### src/hdl/c33_pkg.sv
// Shared types, constants and register codes of the 3x3 convolution block.
`timescale 1ns / 1ps
package c33_pkg;
	localparam int PIX_W        = 8;
	localparam int COORD_W      = 10;
	localparam int SIZE_REG_W   = 11;
	localparam int KREG_W       = 24;
	localparam int CFG_IDX_W    = 3;
	localparam int CFG_DATA_W   = 24;
	localparam int SIZE_W       = 13;   // holds sizes up to 4096
	localparam int DEF_MAX_ROWS = 1024;
	localparam int DEF_MAX_COLS = 1024;

	localparam logic [SIZE_REG_W-1:0] RST_ROWS = 11'd1024;
	localparam logic [SIZE_REG_W-1:0] RST_COLS = 11'd1024;
	localparam logic [KREG_W-1:0] RST_KROW0 = 24'hFF0001;
	localparam logic [KREG_W-1:0] RST_KROW1 = 24'hFE0002;
	localparam logic [KREG_W-1:0] RST_KROW2 = 24'hFF0001;

	typedef enum logic [CFG_IDX_W-1:0] {
		REG_ROWS  = 3'd0,
		REG_COLS  = 3'd1,
		REG_KROW0 = 3'd2,
		REG_KROW1 = 3'd3,
		REG_KROW2 = 3'd4
	} cfg_reg_t;

	// one window column: [0] two rows up, [1] one row up, [2] current row
	typedef logic [2:0][PIX_W-1:0] pcol_t;

	typedef struct packed {
		logic en;
		logic restart;
	} cell_ctl_t;
endpackage

### src/hdl/c33_col_cell.sv
// Window column cell: takes its right neighbor's column or a fresh one.
`timescale 1ns / 1ps
module c33_col_cell (
	input  logic               clk,
	input  logic               arst_n,
	input  c33_pkg::cell_ctl_t ctl,
	input  c33_pkg::pcol_t     nbr,
	input  c33_pkg::pcol_t     fresh,
	output c33_pkg::pcol_t     col
);
	c33_pkg::pcol_t col_q;

	always_ff @(posedge clk or negedge arst_n) begin
		if (!arst_n) begin
			col_q <= '0;
		end else if (ctl.en) begin
			col_q <= ctl.restart ? fresh : nbr;
		end
	end

	assign col = col_q;
endmodule

### config.mk
export PLATFORM = sky130hd
export DESIGN_NAME = c33_col_cell
export DESIGN_NICKNAME = d
export VERILOG_FILES = /design/src/hdl/c33_pkg.sv /design/src/hdl/c33_col_cell.sv
export SDC_FILE = /design/constraint.sdc
export NUM_CORES = 1
export LEC_CHECK = 0
export BUFFER_PORTS_ARGS = -buffer_cell sky130_fd_sc_hd__buf_4
export CAP_MARGIN = 20
export CORE_ASPECT_RATIO = 1.1
export CORE_MARGIN = 2
export CORE_UTILIZATION = 44
export DETAILED_ROUTE_END_ITERATION = 8
export PLACE_DENSITY = 0.89
export SYNTH_ARGS = -nofsm -noshare
export SYNTH_HDL_FRONTEND = slang
export SYNTH_SLANG_ARGS = --single-unit
### constraint.sdc
create_clock -name clk -period 1.35 [get_ports clk]
set_input_delay 0.27 -clock clk [delete_from_list [all_inputs] [get_ports clk]]
set_output_delay 0.27 -clock clk [all_outputs]
set_load 0.05 [all_outputs]
==> results of run 1 <==
[synthesized netlist by cell type]
library cell  number
nor2_1            24
buf_12             2
dfrtp_1           24
clkbuf_1           2
buf_2              3
mux2i_1           24
a21oi_1           24
buf_6              1
[through the flow]
step           hold slack, ps  instance area (um2)
2_1_floorplan           -25.6                 1120
3_3_place_gp              180                 1650
3_5_place_dp              181                 1650
4_1_cts                   245                 1700
5_1_grt                   259                 1700
6_report                  256                 1700
[layout by cell type (no fill, tap or decap)]
cell type / Yosys / routed
dlygate4sd3_1: 0 / 1
clkbuf_4: 0 / 3
nor2_1: 24 / 24
a21oi_1: 24 / 24
clkbuf_8: 0 / 1
buf_4: 0 / 75
dfrtp_1: 24 / 24
mux2i_1: 24 / 24
[cells by family (layout without fill, tap and decap cells)]
logic type | Yosys count | after routing | synth area share [%]
compound gates | 24 | 24 | 10.7
buf+inv | 8 | 80 | 6.56
flops | 24 | 24 | 53.4
mux | 24 | 24 | 21.4
simple gates | 24 | 24 | 8.01
[routing by layer]
layer	part of all wire, %	track usage (%)
met5	0	0
met4	0.80	6.59
met3	9.4	3.40
met2	52	32.5
met1	38	21.9
[how the worst max path moves through the flow]
stage	end	slack (ps)	depth (start not counted)	from
final	col[5]	170	1	col[5]
after CTS	col[19]	160	1	col[19]
after global placement	col[22]	270	3	ctl[0]
after detailed placement	col[4]	220	3	ctl[0]
after global routing	col[3]	120	1	col[3]
after floorplan	col[0]	460	4	ctl[0]
[final cells by class]
| type | count | share of cell area, % |
|---|---|---|
| Multi-Input combinational cell | 72 | 26.5 |
| Clock buffer | 4 | 2.14 |
| Sequential cell | 24 | 35.3 |
| Timing Repair Buffer | 76 | 33.7 |
| Tap cell | 31 | 2.28 |
[what timing repair did]
action | in CTS | in global routing
gates resized for setup | 0 | 0
buffers inserted | 0 | 0
hold buffers | 1 | 0
hold endpoints to repair | 24 | 0
[power groups by stage]
stage	Sequential (uW)	Clock, uW	Combinational [uW]
floorplan	1120	0	148
global placement	847	0	667
detailed placement	849	0	682
CTS	837	381	684
global route	846	414	716
finish	837	364	678
[worst reg2reg max path, stage by stage, from the launching register on]
cell	delay, ps
dfrtp_1	420
nor2_1	110
a21oi_1	60
==> PnR_summary.wiki, run 1 <==
{| class="wikitable"
! Metric !! Value
|-
| DRC marker count from the first detailed-route iteration || 12
|-
| Cell-by-cell listing of the critical path || buf_4
|-
| Fraction of final layout cells with drive strength greater than 1 || 44.9%
|-
| Final cell count without fillers || 207
|-
| Clock input transition at the sequential cells of the worst setup and hold paths || 130 ps
|-
| WL final || 2620 um
|-
| Required time of the critical path || 1080 ps
|-
| Hold Path Depth || 3
|-
| Antenna-violating nets left || 0
|-
| Unrepaired setup endpoints after global routing || no
|-
| Sw frac || 35.4%
|-
| Yosys cell types || 8
|-
| Number of max-cap violations || 0
|-
| Pre-CTS worst setup slack || 222 ps
|-
| Growth of design area from synthesis to finish || 51.1%
|-
| Worst reg2reg path endpoint || col[5]
|-
| Total setup violations reported at the end of the flow || 0
|-
| Number of global-route vias before repair || 966
|-
| Number of primary I/O pins || 76
|-
| Net count after synthesis || 156
|-
| Starting density of the core || 45.5%
|-
| Final worst-path setup slack || 167 ps
|-
| Area share of the largest cell type after synthesis || 53.4%
|-
| Sw Pwr || 665 uW
|-
| Critical path arrival || 910 ps
|-
| Biggest area contributors in the synthesized netlist || dfrtp_1 (53%), mux2i_1 (21%), a21oi_1 (11%), nor2_1 (8.0%), buf_12 (3.6%)
|-
| Worst-case clock buffer depth || 2
|-
| Hold Crit Class || primary input to register
|-
| Placer Congestion || 0.674
|-
| Worst reg-to-reg path cell count || 2
|-
| Register-to-register path setup slack || 650 ps
|-
| Final critical delay including setup and external delays || 1180 ps
|-
| Number of port buffers || 75
|-
| Total iterations of the first detailed-routing run || 4
|-
| Antenna cell count || 0
|-
| Final worst path period share || 87.7%
|-
| Remaining design rule violation count || 0
|-
| Number of buffers and inverters on the critical path || 1
|-
| Combined global-route utilization of all metal layers || 18.4%
|-
| Area occupied by multi-input gates || 450 um2
|-
| Die width || 52.2 um
|-
| Avg WL per Cell || 12.7 um
|-
| Share of synthesized area occupied by flip-flops and latches || 53.4%
|-
| Placeable core region || 2470 um2
|-
| Worst reg2reg path startpoint || col[5]
|-
| CTS tree || done
|-
| Post-detailed-route via-to-cell ratio || 4.94
|-
| H-Tree Level Count || 1
|-
| Max_slew headroom || 71.0%
|-
| Largest net degree at the start of global routing || 49
|-
| Final-report hold violation count || 0
|-
| Crit-path max FO || 2
|-
| GRT overflow || 0
|-
| Count of vias placed by the detailed router || 1022
|-
| Leakage || 0.000871 uW
|-
| Actual slew at the worst max-slew pin || 435 ps
|-
| Number of clock buffers inserted by TritonCTS || 3
|-
| Synth Cell Area || 1120 um2
|-
| Clock root buffer || clkbuf_4
|-
| Die height || 57.0 um
|-
| Power Density || 1110 nW/um2
|-
| Register bit count reported by yosys || 24
|-
| Maximum cell stage delay along the critical path || 420 ps
|-
| Final clock skew || 0 ps
|-
| Antenna violations before repair || 0
|-
| Fin. max-slew vios || 0
|-
| Synthesized instance count || 104
|-
| Type of the setup path with the least slack || register to output pin
|-
| Warnings, synthesis || 0
|-
| Total negative slack for setup checks || 0 ps
|-
| Full die area || 2980 um2
|-
| Origin of the worst min-delay path || nbr[7]
|-
| Flip-flop count of the largest register after layout || 24
|-
| Category of the worst setup path launch point || register
|-
| Min-Delay Endpoint || col[7]
|-
| Placed wire-length estimate after detailed placement || 1990 um
|-
| Internal || 1210 uW
|-
| Clock power share || 19.4%
|-
| Clock net sink count || 24
|-
| Filler cell count || 180
|-
| NumNets Final || 229
|-
| Cell family with most CP delay || flip-flops
|-
| Combinational share of power || 36.1%
|-
| Utilization after layout || 68.7%
|-
| Fraction of power consumed by sequential logic || 44.5%
|-
| Number of core rows || 19
|-
| Crit-path slowest cell || dfrtp_1
|-
| Achievable frequency || 845 MHz
|-
| Most area-hungry cell type in the Yosys netlist || dfrtp_1
|-
| Crit end category || output pin
|-
| Register area || 601 um2
|-
| Average cell area after synthesis || 10.8 um2
|-
| Wire length of the first global-routing pass || 4130 um
|-
| Overall power of the completed layout || 1880 uW
|-
| Number of placed instances with taps included || 202
|-
| Outcome || completed
|-
| Source-to-sink clock delay at the later pin of the worst-skew pair || 300 ps
|-
| Peak ir drop on the vdd network || 0.839 mV
|}
(Power assumes the default switching activity.)
==> run 2: changes to the inputs <==
--- a/config.mk
+++ b/config.mk
@@ -11,7 +11,7 @@
 export CORE_MARGIN = 2
 export CORE_UTILIZATION = 44
 export DETAILED_ROUTE_END_ITERATION = 8
-export PLACE_DENSITY = 0.89
+export PLACE_DENSITY = 0.84
 export SYNTH_ARGS = -nofsm -noshare
 export SYNTH_HDL_FRONTEND = slang
 export SYNTH_SLANG_ARGS = --single-unit
==> run 2 against run 1 <==
Cell area up 0.96%. Sequential share of layout area down 0.34 points. Core utilization up 0.66 points. Combinational power about the same. Routed wire length down 1.4%. Power up 8.0%. Via count down 2.3%. Worst setup slack worse by 6.4 ps. Clock power up 42%. Critical endpoint is now col[4]. Largest cell class unchanged.
==> PnR_summary.wiki, run 2 (synthesis results as in run 1) <==
{| class="wikitable"
! Metric !! Value
|-
| Growth of design area from synthesis to finish || 52.5%
|-
| Full die area || 2980 um2 (unchanged)
|-
| GRT overflow || 0 (unchanged)
|-
| Clock net sink count || 24 (unchanged)
|-
| Number of global-route vias before repair || 1054 (+9.1%)
|-
| Die height || 57.0 um (unchanged)
|-
| Remaining design rule violation count || 0 (unchanged)
|-
| Fraction of final layout cells with drive strength greater than 1 || 44.9% (unchanged)
|-
| H-Tree Level Count || 1 (unchanged)
|-
| Final clock skew || 0 ps (unchanged)
|-
| Starting density of the core || 45.5% (unchanged)
|-
| Count of vias placed by the detailed router || 998 (-2.3%)
|-
| Category of the worst setup path launch point || register
|-
| DRC marker count from the first detailed-route iteration || 12 (unchanged)
|-
| Maximum cell stage delay along the critical path || 410 ps (about the same)
|-
| Wire length of the first global-routing pass || 4280 um (+3.7%)
|-
| Final-report hold violation count || 0 (unchanged)
|-
| Total setup violations reported at the end of the flow || 0 (unchanged)
|-
| Number of core rows || 19 (unchanged)
|-
| Top library cells by usage in the layout, fill and taps aside || buf_4 (75), mux2i_1 (24), nor2_1 (24), a21oi_1 (24), dfrtp_1 (24)
|-
| Flip-flop count of the largest register after layout || 24 (unchanged)
|-
| Placed wire-length estimate after detailed placement || 1960 um (-1.5%)
|-
| Number of buffers and inverters on the critical path || 1 (unchanged)
|-
| Crit-path slowest cell || dfrtp_1
|-
| Number of max-cap violations || 0 (unchanged)
|-
| Post-CTS setup buffer count || 0 (unchanged)
|-
| Final worst-path setup slack || 160 ps (-6.42 ps)
|-
| Pre-CTS worst setup slack || 225 ps (+2.84 ps)
|-
| Final critical delay including setup and external delays || 1190 ps (+6.42 ps)
|-
| Actual slew at the worst max-slew pin || 435 ps (+0.498 ps)
|-
| Leakage || 0.000878 uW (+0.80%)
|-
| Clock input transition at the sequential cells of the worst setup and hold paths || 130 ps (about the same)
|-
| Critical path arrival || 920 ps (about the same)
|-
| WL final || 2580 um (-1.4%)
|-
| NumNets Final || 229 (unchanged)
|-
| Peak ir drop on the vdd network || 0.871 mV (+3.8%)
|-
| Number of primary I/O pins || 76 (unchanged)
|-
| Outcome || completed
|-
| Worst-case clock buffer depth || 2 (unchanged)
|-
| Number of clock buffers inserted by TritonCTS || 3 (unchanged)
|-
| Required time of the critical path || 1080 ps (about the same)
|-
| Placer Congestion || 0.736 (+9.3%)
|-
| Total negative slack for setup checks || 0 ps (unchanged)
|-
| Post-detailed-route via-to-cell ratio || 4.82 (-2.3%)
|-
| Unrepaired setup endpoints after global routing || no
|-
| Antenna cell count || 0 (unchanged)
|-
| Hold slack final || 241 ps (-14.7 ps)
|-
| Cell-by-cell listing of the critical path || buf_4
|-
| Cells resized by post-CTS repair || 0 (unchanged)
|-
| Total iterations of the first detailed-routing run || 4 (unchanged)
|-
| Combined global-route utilization of all metal layers || 18.8% (+0.42 points)
|-
| Placeable core region || 2470 um2 (unchanged)
|-
| CTS tree || done
|-
| Clock root buffer || clkbuf_4
|-
| Number of port buffers || 75 (unchanged)
|-
| Fin. max-slew vios || 0 (unchanged)
|-
| Antenna violations before repair || 0 (unchanged)
|-
| Die width || 52.2 um (unchanged)
|-
| Avg WL per Cell || 12.5 um (-1.4%)
|-
| Achievable frequency || 840 MHz (-0.54%)
|-
| Crit-path max FO || 2 (unchanged)
|-
| Source-to-sink clock delay at the later pin of the worst-skew pair || 310 ps (about the same)
|-
| Crit end category || output pin
|-
| Final worst path period share || 88.1% (+0.48 points)
|-
| Type of the setup path with the least slack || register to output pin
|-
| Leading cell type in the layout, fill and taps excluded || buf_4
|-
| Power Density || 1180 nW/um2 (+6.9%)
|-
| Hold Crit Class || primary input to register
|-
| Antenna-violating nets left || 0 (unchanged)
|-
| Cell family with most CP delay || flip-flops
|-
| Max_slew headroom || 71.0% (about the same)
|-
| Largest net degree at the start of global routing || 49 (unchanged)
|}
[run 2: cell count changes in the layout (fill, tap and decap cells not counted), sizes merged]
cell | before | now
bufinv | 0 | 1
clkbuf | 4 | 3
[run 2: power by group]
part           total [uW]  internal (uW)  switching (uW)
Sequential            836            794            42.0
Combinational         676            256             420
Clock                 517            300             217
[run 2: path summary, 6_finish.rpt]
kind	startpoint	to	slack [ps]	depth (start not counted)
setup / recovery	col[4]	col[4]	160	1
hold / removal	fresh[13]	col[13]	240	3
setup reg to reg	col[6]	col[6]	670	2
hold reg to reg	col[18]	col[18]	540	2
max in group asynchronous	arst_n	col[21]	760	2
min in group asynchronous	arst_n	col[23]	360	2
[run 2: what timing repair did]
action,CTS,global route
endpoints found under the hold margin,24,0
endpoints found under the setup margin,0,0
hold buffers,1,0
[run 2: layer usage]
layer | wire length [um] | up-vias | global-route usage (%)
li1 | - | 502 | -
met1 | 972 | 445 | 21.0
met2 | 1310 | 47 | 34.2
met3 | 260 | 4 | 4.45
met4 | 36 | 0 | 6.59
met5 | 0 | - | 0
[run 2: through the flow]
step	util [%]	cell area (um2)	instances	total power, uW
floorplan	-	1120	104	1270
global placement	66.9	1650	202	1520
detailed placement	66.9	1650	202	1530
CTS	69.4	1720	207	2050
global route	69.4	1720	207	2130
finish	69.4	1720	207	2030
[run 2: area by class of cell]
| class | instances | area (um2) |
|---|---|---|
| timing repair buffer | 76 | 573 |
| sequential | 24 | 601 |
| clock inverter | 1 | 30.0 |
| fill | 205 | 757 |
| multi-input combinational | 72 | 450 |
| clock buffer | 3 | 22.5 |
| tap | 31 | 38.8 |
